File: src/design/ste_pkg.sv
// Shared types and constants for the symbol table engine.
// Defines the table entry record, cell commands, status and action codes.
// No dependencies.
`timescale 1ns / 1ps
`default_nettype none

package ste_pkg;

  localparam int KEY_W   = 160;
  localparam int BYTES   = KEY_W / 8;
  localparam int ADDR_W  = 32;
  localparam int POS_W   = 6;
  localparam int CNT_W   = POS_W + 1;

  typedef struct packed {
    logic [KEY_W-1:0]  key;
    logic [KEY_W-1:0]  kind;
    logic [ADDR_W-1:0] addr;
  } entry_t;

  typedef enum logic [1:0] {
    CELL_HOLD    = 2'd0,
    CELL_ROTATE  = 2'd1,
    CELL_COMPACT = 2'd2,
    CELL_WRITE   = 2'd3
  } cell_mode_t;

  typedef struct packed {
    cell_mode_t       mode;
    logic [POS_W-1:0] sel;
    entry_t           wdata;
  } cell_cmd_t;

  typedef enum logic [1:0] {
    ACT_INSERT = 2'd0,
    ACT_SEARCH = 2'd1,
    ACT_DELETE = 2'd2,
    ACT_DUMP   = 2'd3
  } act_t;

  typedef enum logic [2:0] {
    STAT_OK       = 3'd0,
    STAT_DUP      = 3'd1,
    STAT_NOTFOUND = 3'd2,
    STAT_FULL     = 3'd3,
    STAT_EMPTY    = 3'd4
  } status_t;

  typedef enum logic [1:0] {
    S_IDLE   = 2'd0,
    S_SCAN   = 2'd1,
    S_FINISH = 2'd2
  } state_t;

endpackage

`default_nettype wire

File: src/design/ste_cell.sv
// One table cell: holds a single entry and takes its neighbor's entry or the write data on command.
// Depends on ste_pkg for the entry record and cell command.
`timescale 1ns / 1ps
`default_nettype none

module ste_cell #(
  parameter int INDEX = 0
) (
  input  wire logic              clk,
  input  wire ste_pkg::cell_cmd_t cmd,
  input  wire ste_pkg::entry_t    next_entry,
  output ste_pkg::entry_t         entry
);
  import ste_pkg::*;

  localparam logic [POS_W-1:0] MY_POS = POS_W'(INDEX);

  always_ff @(posedge clk) begin
    case (cmd.mode)
      CELL_ROTATE: begin
        entry <= next_entry;
      end
      CELL_COMPACT: begin
        if (MY_POS >= cmd.sel) begin
          entry <= next_entry;
        end
      end
      CELL_WRITE: begin
        if (MY_POS == cmd.sel) begin
          entry <= cmd.wdata;
        end
      end
      default: begin
        entry <= entry;
      end
    endcase
  end

endmodule

`default_nettype wire

File: config.mk
export PLATFORM = sky130hd
export DESIGN_NAME = ste_cell
export DESIGN_NICKNAME = d
export VERILOG_FILES = /design/src/design/ste_pkg.sv /design/src/design/ste_cell.sv
export SDC_FILE = /design/constraint.sdc
export NUM_CORES = 1
export LEC_CHECK = 0
export ABC_AREA = 1
export BUFFER_PORTS_ARGS = -buffer_cell sky130_fd_sc_hd__buf_2
export CORE_AREA = 2 2 410 412
export CTS_CLUSTER_DIAMETER = 150
export DETAILED_ROUTE_END_ITERATION = 10
export DIE_AREA = 0 0 412 414
export GPL_TIMING_DRIVEN = 1
export RECOVER_POWER = 100
export SETUP_SLACK_MARGIN = 0.4
export SYNTH_ARGS = -nofsm -noshare
export SYNTH_HDL_FRONTEND = slang
export SYNTH_SLANG_ARGS = --single-unit
export TNS_END_PERCENT = 5
File: constraint.sdc
create_clock -name clk -period 14.8 [get_ports clk]
set_input_delay 4.44 -clock clk [delete_from_list [all_inputs] [get_ports clk]]
set_output_delay 4.44 -clock clk [all_outputs]
set_load 0.01 [all_outputs]
== Yosys cells after proc, flatten, opt, wreduce, memory -nomap -nowiden ==
Cells that the tools add are included.

* Input port bits: 713
* Word-level logic and storage cells: 15
* Flip-flop bits (word level): 352

* Equality and inequality tests: 5
* Multiplexer cells: 3
* Reductions and logical operators: 3
* $lt $le $gt $ge: 1

{| class="wikitable"
|+ Operators by type and width
! kind !! count
|-
| 352-bit case mux with 3 select lines || 1
|-
| 352-bit 2-to-1 mux || 2
|-
| 1-bit by 6-bit greater-or-equal comparator with 1-bit output, first input constant || 1
|-
| 6-bit logical NOT || 1
|-
| 2-bit equality test, second input constant || 2
|-
| 2-bit != test, second input constant || 2
|-
| 3-bit AND reduction || 1
|-
| 3-bit nonzero test || 1
|-
| 2-bit by 1-bit equality test with 1-bit output, second input constant || 1
|}

== Depth between registers and ports, before layout ==
* Word-level depth: 3
* Gate-level depth with buffers: 6

== Least setup slack after synthesis ==
No wires, ideal clock.

* Kind: input-to-reg
* Start: in cmd[358] (netlist bit)
* End: reg entry[0] (netlist bit) (enable)
* Arrival: 10.580 ns
* Cell stages on the path: 5
* Buffers on the path: 3
* Setup slack: 1.642 ns
* Cells stage by stage: buf_2 -> buf_6 -> buf_2 -> nand2_1 -> nand2_1

* Cells in the longest elaborated chain, start to end: 3
* Elaborated cells on any way between the ends: 7
* Those cells by class: 5 x eq/ne; 2 x reduce/logical

{| class="wikitable"
|+ RTL lines
! what !! line !! RTL
|-
| start, declared || ste_cell.sv:10 || <nowiki>input wire ste_pkg::cell_cmd_t cmd,</nowiki>
|-
| 2-bit equality test / 2-bit by 1-bit equality test with 1-bit output (equally long branches) || ste_cell.sv:19 || <nowiki>case (cmd.mode)</nowiki>
|-
| 2-bit != test (no line) / 3-bit nonzero test (equally long branches) || - ||
|-
| 3-bit AND reduction (no line) (*) || - ||
|-
| end signal, assigned || ste_cell.sv:21 || <nowiki>entry <= next_entry;</nowiki>
|-
| end signal, assigned || ste_cell.sv:25 || <nowiki>entry <= next_entry;</nowiki>
|-
| end signal, assigned || ste_cell.sv:30 || <nowiki>entry <= cmd.wdata;</nowiki>
|-
| end, declared || ste_cell.sv:12 || <nowiki>output ste_pkg::entry_t entry</nowiki>
|}

Mark *: on every way between the ends. The rest lies on a longest branch, timed or not.
A chain may end at the register's enable or synchronous reset.

== Worst setup path in the final report ==
* Start: in cmd[359] (netlist bit)
* End: reg entry[275] (netlist bit) (data pin)

* Cells in the longest elaborated chain, start to end: 2
* Elaborated cells on any way between the ends: 4
* Those cells by class: 3 x eq/ne; 1 x mux

{| class="wikitable"
|+ RTL lines
! what !! line
|-
| 2-bit equality test / 2-bit by 1-bit equality test with 1-bit output (equally long branches) || ste_cell.sv:19
|-
| 352-bit case mux with 3 select lines (*) || ste_cell.sv:19
|}

Marks and branches as above.

==> metrics <==
Pre-antenna DRT Iters 5; Hold Violations, Final 0; Layout area overhead 54.4%; Layout Utilization 14.7%; post-CTS setup buffers 0; first-pass GRT wire length 162000 um; dpl ws 6660 ps; cell mode on critical path nand2_1; initial antenna violation count 172; RePlAce Congestion 1.03; commonest non-fill, non-tap cell in the layout nand2_1; Max Fclk 0.0976 GHz; Mapped Cells 1541; vias in the first global route 15640; Mapped Nets approximately 2300; largest net degree at the start of global routing 155; PwrDens 114 nW/um^2; H-Tree Depth 2; status finished, violations left; routed vias/inst 3.53; Die W 412 um; Crit-path slowest cell nand2_1; die area 171000 um^2; Hold Slack 4060 ps; sequential fraction of the synthesis area 66.9%; Crit Path Class in2reg; setup TNS 0 ps; I/O Buffers 1064; Max rail drop VDD 0.0757 mV; Final setup viols 0; setup ws final 4560 ps; unrepaired setup endpoints after global routing no; Largest Register entry; Post-Route WL between 100000 and 150000 um; CP arrival 10710 ps; # rows 150; biggest regs entry: 352 flops; failing checks capacitance limit, slew limit; Max Cap Viol 4; dominant cells by area after synthesis edfxtp_1 67%, nand2_1 17%, nand3_1 11%, buf_2 2.4%, buf_6 1.6%; Critical Path Start Type input pin; Longest Clk Path Bufs 3; Worst Tran Pin Value between 3000 and 4000 ps; Lkg Pwr 10.3 nW; Synth cell types 10; num ports 1065; PostCTS Resize Cnt 0; CTS clock-pin slew for the worst setup and hold paths approximately 60 ps; Tcrit/Tclk final 69.2%; synth warn 0; CP max FO 86; TritonCTS clock tree built; core footprint 166000 um^2; crit-path cells buf_8 > nand2_1 > clkbuf_1 > nand2_1 > nand2_1; Root Buffer clkbuf_16; nets around 3300; most frequent cells in the layout 711 x nand2_1, 710 x buf_2, 362 x clkbuf_1; CP endpoint kind register; overall die height a little over 400 um; Final Max Tran Viols 273; Largest register FFs between 300 and 400; wire length per cell between 20 and 30 um; CP max stage delay around 2700 ps; critical path capture point entry[275]$_DFFE_PP_; overall routing resource usage 14.5%; CP required approximately 15000 ps; Initial Util under 10%; global route total overflow 0; via count roughly 17000; DRC viols 0; Slew HR -152%; #FFs+latches synth between 300 and 400; fraction of layout instances using a drive strength above 1 30.6%; Mapped Area around 16000 um^2; dpl hpwl roughly 110000 um; post-layout minimum cycle time 10240 ps; post-route ant nets 0; CTS sink cnt 352; cts bufs inserted between 40 and 50; Mapped Avg Cell Area 10.2 um^2; CP Launch Point cmd[359]; worst min path class in2reg; Iteration-0 DRC Markers approximately 1800; hold buffer count at cts 0; Synth area leader edfxtp_1; Synth top area share 66.9%
## power breakdown
group	total, W	switching [W]	internal (W)
Combinational	0.000423	0.000284	0.000139
Clock	0.00113	0.000506	0.000628
Sequential	0.00123	0.0000310	0.00120
Total	0.00279	0.000821	0.00196
## cells by family after synthesis
family | share of synthesized area, %
AND/OR/NAND/NOR | 28.1
flip-flops | 66.9
buffers and inverters | 4.93
## synthesized netlist by cell type
cell / count
nand2_1: 710
edfxtp_1: 352
nand3_1: 352
buf_2: 76
buf_6: 22
buf_4: 14
clkbuf_1: 6
inv_1: 6
nor2_1: 2
nand2_4: 1
## metal layers
layer / GRT usage (%) / vias up / share of wire, %
met5: 0 / - / 0.29
met4: 3.50 / 62 / 3.1
met3: 5.14 / 356 / 12
met2: 24.1 / 1266 / 47
met1: 17.6 / 8047 / 38
li1: - / 7317 / -
## worst min path at each step
stage	from	endpoint	slack (ps)	depth (start not counted)
after floorplan	next_entry[0]	entry[0]$_DFFE_PP_	4620	2
after global placement	next_entry[30]	entry[30]$_DFFE_PP_	4700	3
after detailed placement	next_entry[42]	entry[42]$_DFFE_PP_	4710	3
after CTS	next_entry[118]	entry[118]$_DFFE_PP_	3980	3
after global routing	next_entry[191]	entry[191]$_DFFE_PP_	4010	3
final	next_entry[118]	entry[118]$_DFFE_PP_	4060	3
## critical path, delay by kind of cell
kind | cells | cell delay, ps
buffers and inverters | 2 | 2370
AND/OR/NAND/NOR | 3 | 3700
## per-stage QoR
stage          total power, W  instance area, um^2  std cells
4_1_cts               0.00284                24800       4790
5_1_grt               0.00289                24300       4794
3_5_place_dp          0.00169                23300       4707
3_3_place_gp          0.00169                23300       4707
6_report              0.00279                24400       4825
2_1_floorplan         0.00143                15800       1541
## area by class of cell
class / instances / area [um^2]
antenna: 35 / 87.6
inverter: 6 / 22.5
timing repair buffer: 1080 / 5050
clock inverter: 30 / 277
tap: 2204 / 2760
fill: 19264 / 142000
clock buffer: 53 / 1180
multi-input combinational: 1065 / 4440
sequential: 352 / 10600
Power figures use the tool's default switching activity.
